==> config.mk <==
export PLATFORM = sky130hd
export DESIGN_NAME = utf8_to_utf16_transcoder_flat
export DESIGN_NICKNAME = d
export VERILOG_FILES = /design/src/hw/rtl/utu_pkg.sv /design/src/hw/rtl/utu_ifs.sv /design/src/hw/rtl/utu_apb_regs.sv /design/src/hw/rtl/utu_decoder.sv /design/src/hw/rtl/utu_out_buf.sv /design/src/hw/rtl/utf8_to_utf16_transcoder.sv /design/src/flat_wrapper.sv
export VERILOG_INCLUDE_DIRS = /design/src /design/src/hw/rtl
export SDC_FILE = /design/constraint.sdc
export NUM_CORES = 1
export LEC_CHECK = 0
export BUFFER_PORTS_ARGS = -buffer_cell sky130_fd_sc_hd__buf_2
export CORE_MARGIN = 1
export CORE_UTILIZATION = 25
export DETAILED_ROUTE_END_ITERATION = 7
export PLACE_DENSITY_LB_ADDON = 0.3
export SYNTH_ARGS = -nofsm -noshare
export SYNTH_HDL_FRONTEND = slang
export SYNTH_SLANG_ARGS = --single-unit
==> constraint.sdc <==
create_clock -name clk -period 3.9 [get_ports clk]
set_clock_uncertainty 0.2 [all_clocks]
set_input_delay 0.39 -clock clk [delete_from_list [all_inputs] [get_ports clk]]
set_output_delay 0.39 -clock clk [all_outputs]
set_load 0.05 [all_outputs]
==> src/hw/rtl/assert_macros.svh <==
// -----------------------------------------------------------------------------
// assert_macros.svh
// Shared concurrent assertion macros for the transcoder RTL.
// -----------------------------------------------------------------------------
`ifndef ASSERT_MACROS_SVH
`define ASSERT_MACROS_SVH

// Same-cycle implication, disabled during reset.
`define ASSERT_IMPL(label, clk, rst_n, ante, cons, msg) \
    label: assert property (@(posedge clk) disable iff (!rst_n) (ante) |-> (cons)) \
        else $error(msg);

// Next-cycle implication, disabled during reset.
`define ASSERT_NEXT(label, clk, rst_n, ante, cons, msg) \
    label: assert property (@(posedge clk) disable iff (!rst_n) (ante) |=> (cons)) \
        else $error(msg);

`endif

==> src/hw/rtl/utu_pkg.sv <==
// -----------------------------------------------------------------------------
// utu_pkg
// Types and constants for the UTF-8 to UTF-16/UTF-32 transcoder.
// -----------------------------------------------------------------------------
package utu_pkg;

    localparam int DATA_W  = 8;
    localparam int CV_W    = 21;
    localparam int ST_W    = 3;
    localparam int PV_W    = 15;
    localparam int PADDR_W = 3;
    localparam int PDATA_W = 32;

    localparam logic [DATA_W-1:0] ASCII_END = 8'h80;
    localparam logic [DATA_W-1:0] LEAD2_MIN = 8'hC2;
    localparam logic [DATA_W-1:0] LEAD3_MIN = 8'hE0;
    localparam logic [DATA_W-1:0] LEAD4_MIN = 8'hF0;
    localparam logic [DATA_W-1:0] LEAD_END  = 8'hF8;

    localparam logic [CV_W-1:0] SUPP_BASE = 21'h010000;
    localparam logic [CV_W-1:0] HI_SURR   = 21'h00D800;
    localparam logic [CV_W-1:0] LO_SURR   = 21'h00DC00;
    localparam logic [CV_W-1:0] MAX_CP    = 21'h10FFFF;

    localparam logic [ST_W-1:0] ST_OK        = 3'd0;
    localparam logic [ST_W-1:0] ST_BAD_LEAD  = 3'd1;
    localparam logic [ST_W-1:0] ST_BAD_CONT  = 3'd2;
    localparam logic [ST_W-1:0] ST_OVERLONG  = 3'd3;
    localparam logic [ST_W-1:0] ST_TRUNCATED = 3'd4;
    localparam logic [ST_W-1:0] ST_RANGE     = 3'd5;

    localparam logic [2:0] SEQ_NONE = 3'd0;
    localparam logic [2:0] SEQ_TWO  = 3'd2;
    localparam logic [2:0] SEQ_THREE = 3'd3;
    localparam logic [2:0] SEQ_FOUR = 3'd4;

    localparam logic REG_EMIT_UTF32 = 1'b0;

    typedef struct packed {
        logic [CV_W-1:0] code_value;
        logic [ST_W-1:0] status;
        logic            last_of_run;
        logic            text_done;
    } result_t;

    typedef struct packed {
        logic    push;
        logic    pair;
        result_t res0;
        result_t res1;
    } dec_push_t;

endpackage

==> src/hw/rtl/utu_ifs.sv <==
// -----------------------------------------------------------------------------
// utu_ifs
// Valid/ready channel interfaces for byte input and result output.
// -----------------------------------------------------------------------------
interface utu_in_if import utu_pkg::*; ();
    logic              valid;
    logic              ready;
    logic [DATA_W-1:0] data_byte;
    logic              end_of_text;

    modport source (output valid, output data_byte, output end_of_text, input ready);
    modport sink   (input valid, input data_byte, input end_of_text, output ready);
endinterface

interface utu_out_if import utu_pkg::*; ();
    logic            valid;
    logic            ready;
    logic [CV_W-1:0] code_value;
    logic [ST_W-1:0] status;
    logic            last_of_run;
    logic            text_done;

    modport source (output valid, output code_value, output status, output last_of_run,
                    output text_done, input ready);
    modport sink   (input valid, input code_value, input status, input last_of_run,
                    input text_done, output ready);
endinterface

==> src/hw/rtl/utu_apb_regs.sv <==
// -----------------------------------------------------------------------------
// utu_apb_regs
// APB configuration register file: holds the emit_utf32 mode bit.
// -----------------------------------------------------------------------------
module utu_apb_regs import utu_pkg::*;
(
    input  logic               clk,
    input  logic               rst_n,
    input  logic               psel,
    input  logic               penable,
    input  logic               pwrite,
    input  logic [PADDR_W-1:0] paddr,
    input  logic [PDATA_W-1:0] pwdata,
    output logic [PDATA_W-1:0] prdata,
    output logic               pready,
    output logic               emit_utf32
);

    logic emit_utf32_reg;
    logic emit_utf32_next;
    logic sel_emit;

    assign pready   = 1'b1;
    assign sel_emit = (paddr[PADDR_W-1:2] == REG_EMIT_UTF32);

    always_comb
    begin
        emit_utf32_next = emit_utf32_reg;
        if (psel && penable && pwrite && sel_emit)
        begin
            emit_utf32_next = pwdata[0];
        end
    end

    always_ff @(posedge clk or negedge rst_n)
    begin
        if (!rst_n)
        begin
            emit_utf32_reg <= 1'b0;
        end
        else
        begin
            emit_utf32_reg <= emit_utf32_next;
        end
    end

    assign prdata     = sel_emit ? {{(PDATA_W-1){1'b0}}, emit_utf32_reg} : '0;
    assign emit_utf32 = emit_utf32_reg;

endmodule

==> src/hw/rtl/utu_decoder.sv <==
// -----------------------------------------------------------------------------
// utu_decoder
// Input register, UTF-8 sequence state and single-pass decode into up to two
// result items per byte.
// -----------------------------------------------------------------------------
`include "assert_macros.svh"

module utu_decoder import utu_pkg::*;
(
    input  logic      clk,
    input  logic      rst_n,
    input  logic      emit_utf32,
    utu_in_if.sink    text_in,
    input  logic      out_free,
    output dec_push_t dec_push
);

    logic              in_valid_reg;
    logic [DATA_W-1:0] in_byte_reg;
    logic              in_eot_reg;

    logic [1:0]      bytes_left_reg,  bytes_left_next;
    logic [2:0]      seq_length_reg,  seq_length_next;
    logic [PV_W-1:0] partial_reg,     partial_next;
    logic            lead_zero_reg,   lead_zero_next;
    logic            await_2nd_reg,   await_2nd_next;

    logic            cp_done;
    logic [CV_W-1:0] cp;
    logic [CV_W-1:0] cp_off;
    logic            err;
    logic [ST_W-1:0] err_code;
    logic            overlong;
    logic            trunc;
    logic [1:0]      n_res;
    result_t         res0;
    result_t         res1;
    logic            take;
    logic            in_accept;

    always_comb
    begin
        bytes_left_next = bytes_left_reg;
        seq_length_next = seq_length_reg;
        partial_next    = partial_reg;
        lead_zero_next  = lead_zero_reg;
        await_2nd_next  = await_2nd_reg;
        cp              = {{(CV_W-DATA_W){1'b0}}, in_byte_reg};
        cp_done         = 1'b0;
        err             = 1'b0;
        err_code        = ST_OK;
        overlong        = 1'b0;

        if (bytes_left_reg == 2'd0)
        begin
            if (in_byte_reg < ASCII_END)
            begin
                cp_done = 1'b1;
            end
            else if (in_byte_reg >= LEAD2_MIN && in_byte_reg < LEAD3_MIN)
            begin
                seq_length_next = SEQ_TWO;
                bytes_left_next = 2'd1;
                partial_next    = {{(PV_W-5){1'b0}}, in_byte_reg[4:0]};
            end
            else if (in_byte_reg >= LEAD3_MIN && in_byte_reg < LEAD4_MIN)
            begin
                seq_length_next = SEQ_THREE;
                bytes_left_next = 2'd2;
                partial_next    = {{(PV_W-4){1'b0}}, in_byte_reg[3:0]};
                lead_zero_next  = (in_byte_reg[3:0] == 4'd0);
                await_2nd_next  = 1'b1;
            end
            else if (in_byte_reg >= LEAD4_MIN && in_byte_reg < LEAD_END)
            begin
                seq_length_next = SEQ_FOUR;
                bytes_left_next = 2'd3;
                partial_next    = {{(PV_W-3){1'b0}}, in_byte_reg[2:0]};
                lead_zero_next  = (in_byte_reg[2:0] == 3'd0);
                await_2nd_next  = 1'b1;
            end
            else
            begin
                err      = 1'b1;
                err_code = ST_BAD_LEAD;
            end
        end
        else if (in_byte_reg[7:6] != 2'b10)
        begin
            err             = 1'b1;
            err_code        = ST_BAD_CONT;
            bytes_left_next = 2'd0;
            seq_length_next = SEQ_NONE;
            partial_next    = '0;
            lead_zero_next  = 1'b0;
            await_2nd_next  = 1'b0;
        end
        else
        begin
            overlong = await_2nd_reg && lead_zero_reg &&
                       ((seq_length_reg == SEQ_THREE && !in_byte_reg[5]) ||
                        (seq_length_reg == SEQ_FOUR && in_byte_reg[5:4] == 2'b00));
            await_2nd_next = 1'b0;
            if (overlong)
            begin
                err             = 1'b1;
                err_code        = ST_OVERLONG;
                bytes_left_next = 2'd0;
                seq_length_next = SEQ_NONE;
                partial_next    = '0;
                lead_zero_next  = 1'b0;
            end
            else
            begin
                partial_next    = {partial_reg[PV_W-7:0], in_byte_reg[5:0]};
                bytes_left_next = bytes_left_reg - 2'd1;
                cp              = {partial_reg, in_byte_reg[5:0]};
                if (bytes_left_reg == 2'd1)
                begin
                    cp_done         = 1'b1;
                    bytes_left_next = 2'd0;
                    seq_length_next = SEQ_NONE;
                    partial_next    = '0;
                    lead_zero_next  = 1'b0;
                end
            end
        end

        trunc = in_eot_reg && (bytes_left_next != 2'd0);
        if (in_eot_reg)
        begin
            bytes_left_next = 2'd0;
            seq_length_next = SEQ_NONE;
            partial_next    = '0;
            lead_zero_next  = 1'b0;
            await_2nd_next  = 1'b0;
        end
    end

    assign cp_off = cp - SUPP_BASE;

    always_comb
    begin
        res0  = '0;
        res1  = '0;
        n_res = 2'd0;
        if (err)
        begin
            res0.status = err_code;
            n_res       = 2'd1;
        end
        else if (cp_done)
        begin
            if (emit_utf32 || cp < SUPP_BASE)
            begin
                res0.code_value = cp;
                n_res           = 2'd1;
            end
            else if (cp > MAX_CP)
            begin
                res0.status = ST_RANGE;
                n_res       = 2'd1;
            end
            else
            begin
                res0.code_value = HI_SURR + {{(CV_W-11){1'b0}}, cp_off[20:10]};
                res1.code_value = LO_SURR + {{(CV_W-10){1'b0}}, cp[9:0]};
                n_res           = 2'd2;
            end
        end
        else if (trunc)
        begin
            res0.status = ST_TRUNCATED;
            n_res       = 2'd1;
        end

        if (n_res == 2'd2)
        begin
            res1.last_of_run = 1'b1;
            res1.text_done   = in_eot_reg;
        end
        else
        begin
            res0.last_of_run = 1'b1;
            res0.text_done   = in_eot_reg;
        end
    end

    assign take          = in_valid_reg && (out_free || n_res == 2'd0);
    assign text_in.ready = !in_valid_reg || take;
    assign in_accept     = text_in.valid && text_in.ready;

    assign dec_push.push = take && (n_res != 2'd0);
    assign dec_push.pair = (n_res == 2'd2);
    assign dec_push.res0 = res0;
    assign dec_push.res1 = res1;

    always_ff @(posedge clk or negedge rst_n)
    begin
        if (!rst_n)
        begin
            in_valid_reg   <= 1'b0;
            bytes_left_reg <= 2'd0;
            seq_length_reg <= SEQ_NONE;
            partial_reg    <= '0;
            lead_zero_reg  <= 1'b0;
            await_2nd_reg  <= 1'b0;
        end
        else
        begin
            if (in_accept)
            begin
                in_valid_reg <= 1'b1;
            end
            else if (take)
            begin
                in_valid_reg <= 1'b0;
            end
            if (take)
            begin
                bytes_left_reg <= bytes_left_next;
                seq_length_reg <= seq_length_next;
                partial_reg    <= partial_next;
                lead_zero_reg  <= lead_zero_next;
                await_2nd_reg  <= await_2nd_next;
            end
        end
    end

    always_ff @(posedge clk)
    begin
        if (in_accept)
        begin
            in_byte_reg <= text_in.data_byte;
            in_eot_reg  <= text_in.end_of_text;
        end
    end

    `ASSERT_IMPL(a_idle_clean, clk, rst_n, bytes_left_reg == 2'd0,
        seq_length_reg == SEQ_NONE && !await_2nd_reg, "decoder idle state not clean")
    `ASSERT_IMPL(a_pair_utf16, clk, rst_n, dec_push.push && dec_push.pair,
        !emit_utf32 && !err, "surrogate pair pushed in UTF-32 mode or on error")
    `ASSERT_IMPL(a_push_room, clk, rst_n, dec_push.push,
        out_free, "result pushed while output register busy")

endmodule

==> src/hw/rtl/utu_out_buf.sv <==
// -----------------------------------------------------------------------------
// utu_out_buf
// Result register pair: presents the one or two result items pushed for a decoded byte.
// -----------------------------------------------------------------------------
`include "assert_macros.svh"

module utu_out_buf import utu_pkg::*;
(
    input  logic      clk,
    input  logic      rst_n,
    input  dec_push_t dec_push,
    output logic      out_free,
    utu_out_if.source code_out
);

    result_t cur_reg;
    result_t nxt_reg;
    logic    valid_reg;
    logic    pend_reg;
    logic    pop;

    assign pop      = valid_reg && code_out.ready;
    assign out_free = !valid_reg || (pop && !pend_reg);

    always_ff @(posedge clk or negedge rst_n)
    begin
        if (!rst_n)
        begin
            valid_reg <= 1'b0;
            pend_reg  <= 1'b0;
        end
        else if (dec_push.push && out_free)
        begin
            valid_reg <= 1'b1;
            pend_reg  <= dec_push.pair;
        end
        else if (pop)
        begin
            valid_reg <= pend_reg;
            pend_reg  <= 1'b0;
        end
    end

    always_ff @(posedge clk)
    begin
        if (dec_push.push && out_free)
        begin
            cur_reg <= dec_push.res0;
            nxt_reg <= dec_push.res1;
        end
        else if (pop && pend_reg)
        begin
            cur_reg <= nxt_reg;
        end
    end

    assign code_out.valid       = valid_reg;
    assign code_out.code_value  = cur_reg.code_value;
    assign code_out.status      = cur_reg.status;
    assign code_out.last_of_run = cur_reg.last_of_run;
    assign code_out.text_done   = cur_reg.text_done;

    `ASSERT_IMPL(a_pend_valid, clk, rst_n, pend_reg, valid_reg,
        "second unit pending without a valid result")
    `ASSERT_NEXT(a_pair_load, clk, rst_n, dec_push.push && out_free && dec_push.pair,
        valid_reg && pend_reg, "pair not held after load")
    `ASSERT_NEXT(a_pair_shift, clk, rst_n, pop && pend_reg,
        valid_reg && !pend_reg, "second unit lost after first pop")

endmodule

==> src/hw/rtl/utf8_to_utf16_transcoder.sv <==
// -----------------------------------------------------------------------------
// utf8_to_utf16_transcoder
// UTF-8 byte stream to UTF-16 code units or UTF-32 code points.
// -----------------------------------------------------------------------------
// Usage:
//   text_in  : one UTF-8 byte per item, end_of_text set on the final byte.
//   code_out : result items (code_value, status, last_of_run, text_done).
//   APB      : register 0 (byte address 0) bit 0 = emit_utf32; write only
//              while the block is idle. pready is always high.
// Path: input register, decode, then result register driving code_out. Bytes
//   that complete nothing and do not end the text give no item.
// Throughput: one byte per cycle while code_out is ready; a surrogate pair holds
//   the output register until both units pop, so the byte after it waits.
// Errors give a single item with status set and code_value zero; the decoder
//   returns to idle and carries on with the next byte.
// Reset: sequence state clears to idle, emit_utf32 clears to UTF-16 mode.
// Stall: while code_out is not ready the result register holds its item; one
//   more byte may sit in the input register, then text_in.ready drops.
// -----------------------------------------------------------------------------
module utf8_to_utf16_transcoder import utu_pkg::*;
(
    input  logic               clk,
    input  logic               rst_n,
    input  logic               psel,
    input  logic               penable,
    input  logic               pwrite,
    input  logic [PADDR_W-1:0] paddr,
    input  logic [PDATA_W-1:0] pwdata,
    output logic [PDATA_W-1:0] prdata,
    output logic               pready,
    utu_in_if.sink             text_in,
    utu_out_if.source          code_out
);

    logic      emit_utf32;
    logic      out_free;
    dec_push_t dec_push;

    utu_apb_regs u_regs (
        .clk        (clk),
        .rst_n      (rst_n),
        .psel       (psel),
        .penable    (penable),
        .pwrite     (pwrite),
        .paddr      (paddr),
        .pwdata     (pwdata),
        .prdata     (prdata),
        .pready     (pready),
        .emit_utf32 (emit_utf32)
    );

    utu_decoder u_dec (
        .clk        (clk),
        .rst_n      (rst_n),
        .emit_utf32 (emit_utf32),
        .text_in    (text_in),
        .out_free   (out_free),
        .dec_push   (dec_push)
    );

    utu_out_buf u_out (
        .clk      (clk),
        .rst_n    (rst_n),
        .dec_push (dec_push),
        .out_free (out_free),
        .code_out (code_out)
    );

endmodule
==> src/flat_wrapper.sv <==
// flat-port wrapper written by rule: the top's interface ports become plain ports
module utf8_to_utf16_transcoder_flat import utu_pkg::*;
  (clk, rst_n, psel, penable, pwrite, paddr, pwdata, prdata, pready, text_in_valid, text_in_data_byte, text_in_end_of_text, text_in_ready, code_out_valid, code_out_code_value, code_out_status, code_out_last_of_run, code_out_text_done, code_out_ready);
  utu_in_if text_in_i ();
  utu_out_if code_out_i ();
  input  logic clk;
  input  logic rst_n;
  input  logic psel;
  input  logic penable;
  input  logic pwrite;
  input  logic [PADDR_W-1:0] paddr;
  input  logic [PDATA_W-1:0] pwdata;
  output logic [PDATA_W-1:0] prdata;
  output logic pready;
  input wire logic [$bits(text_in_i.valid)-1:0] text_in_valid;
  input wire logic [$bits(text_in_i.data_byte)-1:0] text_in_data_byte;
  input wire logic [$bits(text_in_i.end_of_text)-1:0] text_in_end_of_text;
  output wire logic [$bits(text_in_i.ready)-1:0] text_in_ready;
  output wire logic [$bits(code_out_i.valid)-1:0] code_out_valid;
  output wire logic [$bits(code_out_i.code_value)-1:0] code_out_code_value;
  output wire logic [$bits(code_out_i.status)-1:0] code_out_status;
  output wire logic [$bits(code_out_i.last_of_run)-1:0] code_out_last_of_run;
  output wire logic [$bits(code_out_i.text_done)-1:0] code_out_text_done;
  input wire logic [$bits(code_out_i.ready)-1:0] code_out_ready;
  assign text_in_i.valid = text_in_valid;
  assign text_in_i.data_byte = text_in_data_byte;
  assign text_in_i.end_of_text = text_in_end_of_text;
  assign text_in_ready = text_in_i.ready;
  assign code_out_valid = code_out_i.valid;
  assign code_out_code_value = code_out_i.code_value;
  assign code_out_status = code_out_i.status;
  assign code_out_last_of_run = code_out_i.last_of_run;
  assign code_out_text_done = code_out_i.text_done;
  assign code_out_i.ready = code_out_ready;
  utf8_to_utf16_transcoder u_core (.clk(clk), .rst_n(rst_n), .psel(psel), .penable(penable), .pwrite(pwrite), .paddr(paddr), .pwdata(pwdata), .prdata(prdata), .pready(pready), .text_in(text_in_i), .code_out(code_out_i));
endmodule
* Word level (Yosys, flattened, before mapping)
Index checks and enable logic that the tools add are counted.
Word-level totals: flip-flop bits (word level) 84, bits in latches 0, RAM bits 0, bits in read-only memories 0, input bits 51, output and inout bits 61, word-level logic and storage cells 174, memories kept 0
Operators by class: add/subtract/negate cells 4, multiply operators 0, divide/modulo/power cells 0, order comparisons 9, eq/ne operators 9, shifts and indexed selects 0, mux-type cells 89, bitwise operators 2, reductions and logical operators 43
Operators with widths (count):
- 15-bit 2-to-1 mux | 9
- 21-bit 2-to-1 mux | 6
- 26-bit 2-to-1 mux | 2
- 3-bit 2-to-1 mux | 15
- 1-bit 2-to-1 mux | 39
- 2-bit 2-to-1 mux | 17
- 8-bit less-than comparator, second input constant | 4
- 8-bit greater-or-equal comparator, second input constant | 3
- 21-bit > comparator, second input constant | 1
- 21-bit by 17-bit less-than comparator with 1-bit output, second input constant | 1
- 21-bit by 17-bit subtractor with 21-bit output, second input constant | 1
- 1-bit logical AND | 18
- 16-bit by 10-bit adder with 17-bit output, first input constant | 1
- 16-bit by 11-bit adder with 17-bit output, first input constant | 1
- 17-bit 2-to-1 mux | 1
- 2-bit nonzero test | 5
- 4-bit AND reduction | 2
- 2-bit logical NOT | 3
- 3-bit != test, second input constant | 2
- 1-bit logical OR | 5
- 5-bit by 2-bit != test with 1-bit output, second input constant | 1
- 5-bit AND reduction | 1
- 5-bit nonzero test | 1
- 1-bit logical NOT | 4
- 12 further kinds | 13

* Depth between registers and ports, before layout
depth after elaboration 18, mapped depth 12, mapped depth without buffers 10

* Modules after synthesis
From an unflattened synthesis, not the netlist that was laid out.
Second synthesis, totals: cells, all modules 401, area total of the unflattened synthesis 4703.3 um2
By module, submodules not included:
- utu_decoder | instances 1, cells each 268, area each 2294.7 um2, sequential area each 845.8 um2
- utu_out_buf | instances 1, cells each 95, area each 2107.0 um2, sequential area each 1611.5 um2
- utu_apb_regs | instances 1, cells each 38, area each 301.5 um2, sequential area each 25.0 um2

* Least setup slack after synthesis
Ideal clock, no wire load.
path type reg-to-reg, start reg u_core.u_dec.in_byte_reg[4], end reg u_core.u_dec.in_byte_reg[0], enable pin, setup time 0.338 ns, data arrival time 3.337 ns, data required time 3.362 ns, slack 0.024 ns, cell stages (with the launch flop) 7, buffers on the path 0, cells stage by stage edfxtp_1 > or4b_1 > a211o_1 > and3_1 > o31a_1 > o21ai_0 > and2_1
On the way: word-level cells in the longest chain between the ends 17, elaborated cells on any way between the ends 50, classes of those cells order compare (9); mux (26); reduce/logical (15)
Ends and longest elaborated chain:
- start: declaration | line utu_decoder.sv:19 | logic [DATA_W-1:0] in_byte_reg;
- start signal: assignment | line utu_decoder.sv:234 | in_byte_reg <= text_in.data_byte;
- 2-bit logical NOT (tied with other cells) | line utu_decoder.sv:102 | (seq_length_reg == SEQ_FOUR && in_byte_reg[5:4] == 2'b00));
- 1-bit logical AND (on tied branches) | line utu_decoder.sv:102, utu_decoder.sv:74
- 1-bit logical OR or 2-bit 2-to-1 mux (tied branches) | line utu_decoder.sv:101, utu_decoder.sv:74
- 1-bit logical AND or 2-bit 2-to-1 mux (tied branches) | line utu_decoder.sv:100, utu_decoder.sv:66
- 21-bit 2-to-1 mux (tied with other cells) | line utu_decoder.sv:104 | if (overlong)
- 21-bit 2-to-1 mux (tied with other cells) | line utu_decoder.sv:88 | else if (in_byte_reg[7:6] != 2'b10)
- 21-bit 2-to-1 mux or 2-bit 2-to-1 mux (tied branches) | line utu_decoder.sv:54 | if (bytes_left_reg == 2'd0)
- 21-bit > comparator (tied with other cells) | line utu_decoder.sv:159 | else if (cp > MAX_CP)
- (+3 left out)
- 2-bit 2-to-1 mux (*) | line utu_decoder.sv:147 | if (err)
- 2-bit logical NOT (*) | line utu_decoder.sv:189 | assign take = in_valid_reg && (out_free || n_res == 2'd0);
- 1-bit logical OR (*) | line utu_decoder.sv:189
- 1-bit logical AND (*) | line utu_decoder.sv:189
- 1-bit logical OR (*) | line utu_decoder.sv:190 | assign text_in.ready = !in_valid_reg || take;
- named net text_in_ready | line flat_wrapper.sv:18 | output wire logic [$bits(text_in_i.ready)-1:0] text_in_ready;
- 1-bit logical AND (*) | line utu_decoder.sv:191 | assign in_accept = text_in.valid && text_in.ready;
- named net u_core.u_dec.in_accept | line utu_decoder.sv:39 | logic in_accept;
The timed path passes the listed nets; every way through them passes the cells marked *. A chain may end at the register's enable or synchronous reset.

* Final worst setup path
start reg u_core.u_dec.in_byte_reg[4], end out text_in_ready
On the way: word-level cells in the longest chain between the ends 16, elaborated cells on any way between the ends 49, classes of those cells order compare (9); mux (26); reduce/logical (14)
Ends and longest elaborated chain:
- 2-bit logical NOT (tied with other cells) | line utu_decoder.sv:102
- 1-bit logical AND (on tied branches) | line utu_decoder.sv:102, utu_decoder.sv:74
- 1-bit logical OR or 2-bit 2-to-1 mux (tied branches) | line utu_decoder.sv:101, utu_decoder.sv:74
- 1-bit logical AND or 2-bit 2-to-1 mux (tied branches) | line utu_decoder.sv:100, utu_decoder.sv:66
- 21-bit 2-to-1 mux (tied with other cells) | line utu_decoder.sv:104
- 21-bit 2-to-1 mux (tied with other cells) | line utu_decoder.sv:88
- 21-bit 2-to-1 mux or 2-bit 2-to-1 mux (tied branches) | line utu_decoder.sv:54
- 21-bit > comparator (tied with other cells) | line utu_decoder.sv:159
- 2-bit 2-to-1 mux (tied with other cells) | line utu_decoder.sv:159
- 2-bit 2-to-1 mux or 1-bit 2-to-1 mux (tied branches) | line utu_decoder.sv:154, utu_decoder.sv:171
- 2-bit 2-to-1 mux | line utu_decoder.sv:152 | else if (cp_done)
- 2-bit 2-to-1 mux (*) | line utu_decoder.sv:147
- 2-bit logical NOT (*) | line utu_decoder.sv:189
- 1-bit logical OR (*) | line utu_decoder.sv:189
- 1-bit logical AND (*) | line utu_decoder.sv:189
- 1-bit logical OR (*) | line utu_decoder.sv:190
- end: declaration | line flat_wrapper.sv:18
Mark *: on every way between the ends. The rest lies on a longest branch, timed or not.

==> reports/summary.txt <==
layout cells sized above 1 = 20.0%
CP Max Fanout = 5
failing checks = design-rule violations
Clock Path Buffers = 2
outcome = complete, but fails checks
Vias/cell = 4.64
Resized cells post-CTS = 0
Critical R2R Launch = u_core.u_dec.in_byte_reg[4]$_DFFE_PP_
core area = 14700 um2
Synth Area per Inst = 10.3 um2
simple-gate share of the synthesized area = 16.4%
Final Hold Viols = 0
pin count of the biggest net entering global routing = 27
DR vias = 2846
data arrival time of the critical path = 2.83 ns
Congestion Overflow GR = 0
CTS Root Cell = clkbuf_16
CTS sink cnt = 74
vias in the first global route = 2795
PortBufs = 46
worst reg2reg path depth = 11
H-Tree Depth = 3
Final min period = 3.42 ns
initial antenna violation count = 0
fin worst setup slack = 0.484 ns
RSZ-0062 raised after global routing = no
Setup-failing EPs final = 0
number of cells produced by synthesis = 369
RR Endpoint = u_core.u_out.code_out.code_value[9]$_DFFE_PP_
Post-synth EDFFs = 48
hold endpoint = u_core.u_dec.in_byte_reg[1]$_DFFE_PP_
post-synthesis adder-cell area fraction = 1.31%
worst hold path cell count = 1
synth warn = 0
crit end category = output pin
die area = 15800 um2
Syn-to-layout area delta = 18.8%
switching share of total power = 40.1%
Setup crit start kind = register
first-pass GRT wire length = 14.9 mm
fmax = 293 MHz
WP data required = 3.31 ns
sw power = 1.30 mW
Max rail drop VDD = 0.243 mV
Compound-Gate Fraction of Synth Area = 15.8%
Period Utilization, post-route = 87.6%
Remaining DRCs = 7
total power = 3.23 mW
ys flop type = edfxtp_1
Worst slew margin = 41.2%
CTS tree = done
Comb power frac = 36.1%
Power Density = 713 nW/um2
GP Congestion = 0.830
All-Layer GR Usage = 12.1%
clk_lat worst skew = 0.33 ns
I/O pin total = 112
P_int = 1.93 mW
TNS Setup = 0 ns
Die H = 126 um
antenna-violating nets left = 0
Clk pin slew, worst setup/hold paths = 0.05 ns
P_leak = 1.89 nW
max-cap viol count = 0
DP HPWL = 6.72 mm
FF-to-FF setup slack = 0.59 ns
Synth Area in XOR/XNOR = 0.230%
row count = 44
asr flop ratio synth = 35.1%
critical path class = register to output pin
Avg WL per Cell = 14.9 um
DIE WIDTH = 126 um
Initial Util = 25.9%
Num CTS Buffers = 9
DRT Pass-1 Iters = 7
Reg power frac = 36.5%
antenna cells = 0
share of the yosys chip area belonging to registers = 54.9%
nets@finish = 479
Routed Wire Length = 9.14 mm
Critical Path Start = u_core.u_dec.in_byte_reg[4]$_DFFE_PP_
hold path startpoint = text_in_data_byte[1]
main combinational cell family by area after synthesis = simple AND/OR/NAND/NOR gates
Worst-Margin Slew = 0.879 ns
max reg flops = 21
max-slew violations = 0
Hold Crit Class = primary input to register
mux contribution to synthesized area = 1.44%
pre-CTS setup slack = 0.607 ns
Netlist cell types = 54
clock power share = 27.4%
Mapped Area = 3810 um2
number of synthesized register bits = 74
drt first-iter violations = 279
==> logic make-up after synthesis <==
group | count (synthesis)
adders and majority gates | 4
AOI/OAI and AO/OA | 94
xor gates and xnor gates | 1
other | 2
and+or+nand+nor | 125
muxes | 5
buffers and inverters | 64
DFF | 74
==> area by class of cell <==
| class | count | area, um2 |
|---|---|---|
| multi-input combinational | 261 | 1460 |
| clock inverter | 6 | 90.1 |
| inverter | 13 | 48.8 |
| fill | 1524 | 10200 |
| timing repair buffer | 65 | 375 |
| sequential | 74 | 2090 |
| clock buffer | 10 | 229 |
| tap | 184 | 230 |
==> worst max-delay path by stage <==
stage                                               endpoint  slack, ns  cells after the start
6_report                                       text_in_ready       0.48                      6
5_1_grt                                        text_in_ready       0.37                      6
3_5_place_dp   u_core.u_out.code_out.code_value[9]$_DFFE_PP_       0.61                     11
4_1_cts                                        text_in_ready       0.45                      6
3_3_place_gp      u_core.u_dec.seq_length_reg[2]$_DFFE_PN0P_       0.66                      7
2_1_floorplan          u_core.u_dec.in_byte_reg[0]$_DFFE_PP_       0.02                      6
==> through the flow <==
step | cell area (um2) | utilization (%) | hold WS, ns | cells
floorplan | 3930 | - | -0.106 | 399
global placement | 4200 | 28.6 | 0.256 | 596
detailed placement | 4200 | 28.6 | 0.254 | 596
CTS | 4530 | 30.8 | 0.0156 | 613
global route | 4530 | 30.8 | 0.0172 | 613
finish | 4530 | 30.8 | 0.0328 | 613
==> cells in the mapped netlist (all sizes together), types with 2 or more instances <==
master / instances / area, um2
o21ai: 40 / 200
clkbuf: 16 / 60.1
or2: 2 / 12.5
nand2: 45 / 169
a31oi: 2 / 12.5
o31a: 3 / 26.3
dfrtp: 26 / 651
or4: 2 / 15.0
ha: 4 / 50.1
a22oi: 5 / 37.5
nand4b: 2 / 17.5
o31ai: 5 / 37.5
a311oi: 3 / 26.3
nor4: 3 / 18.8
o22ai: 2 / 12.5
edfxtp: 48 / 1440
nand3: 8 / 40.0
o41ai: 2 / 25.0
nor3: 13 / 65.1
and3: 2 / 12.5
and2: 17 / 106
a221o: 3 / 30.0
nand2b: 7 / 43.8
a211oi: 3 / 22.5
o211ai: 2 / 15.0
inv: 13 / 48.8
buf: 35 / 262
nand4: 4 / 25.0
nor2: 15 / 56.3
o211a: 2 / 20.0
conb: 2 / 7.51
a21oi: 13 / 65.1
mux2: 4 / 45.0
==> worst max-delay path, stage by stage, from the launching register on <==
cell	delay, ns
edfxtp_1	0.39
or4b_1	0.56
a211o_1	0.36
and3_1	0.20
o31a_1	0.32
o21ai_0	0.33
buf_2	0.34
==> power by group through the flow <==
stage | registers [mW] | clock network, mW | logic (mW)
after floorplan | 1.50 | 0 | 0.569
after global placement | 1.19 | 0 | 1.16
after detailed placement | 1.20 | 0 | 1.17
after CTS | 1.18 | 0.909 | 1.17
after global routing | 1.20 | 0.936 | 1.26
final | 1.18 | 0.885 | 1.17
==> layout by cell type (no fill, tap or decap), types with 13 or more instances in the layout <==
| master | synthesis | final |
|---|---|---|
| nor2_1 | 15 | 15 |
| dfrtp_1 | 26 | 26 |
| nand2_1 | 45 | 45 |
| buf_2 | 2 | 46 |
| buf_4 | 32 | 18 |
| edfxtp_1 | 48 | 48 |
| conb_1 | 2 | 32 |
| and2_1 | 17 | 17 |
| a21oi_1 | 13 | 13 |
| inv_1 | 13 | 13 |
| o21ai_0 | 30 | 29 |
| nor3_1 | 13 | 13 |
==> timing repair <==
| item | 4_1_cts | 5_1_grt |
|---|---|---|
| hold buffers | 1 | 0 |
| endpoints found under the hold margin | 26 | 0 |
| setup buffers | 0 | 0 |
==> per-layer routing <==
| layer | routed length, um | global-route usage, % |
|---|---|---|
| met5 | 0 | 0 |
| met4 | 52 | 3.16 |
| met3 | 629 | 3.64 |
| met2 | 4140 | 18.4 |
| met1 | 4320 | 16.5 |
Note: power is estimated with default switching activity, not from simulation.
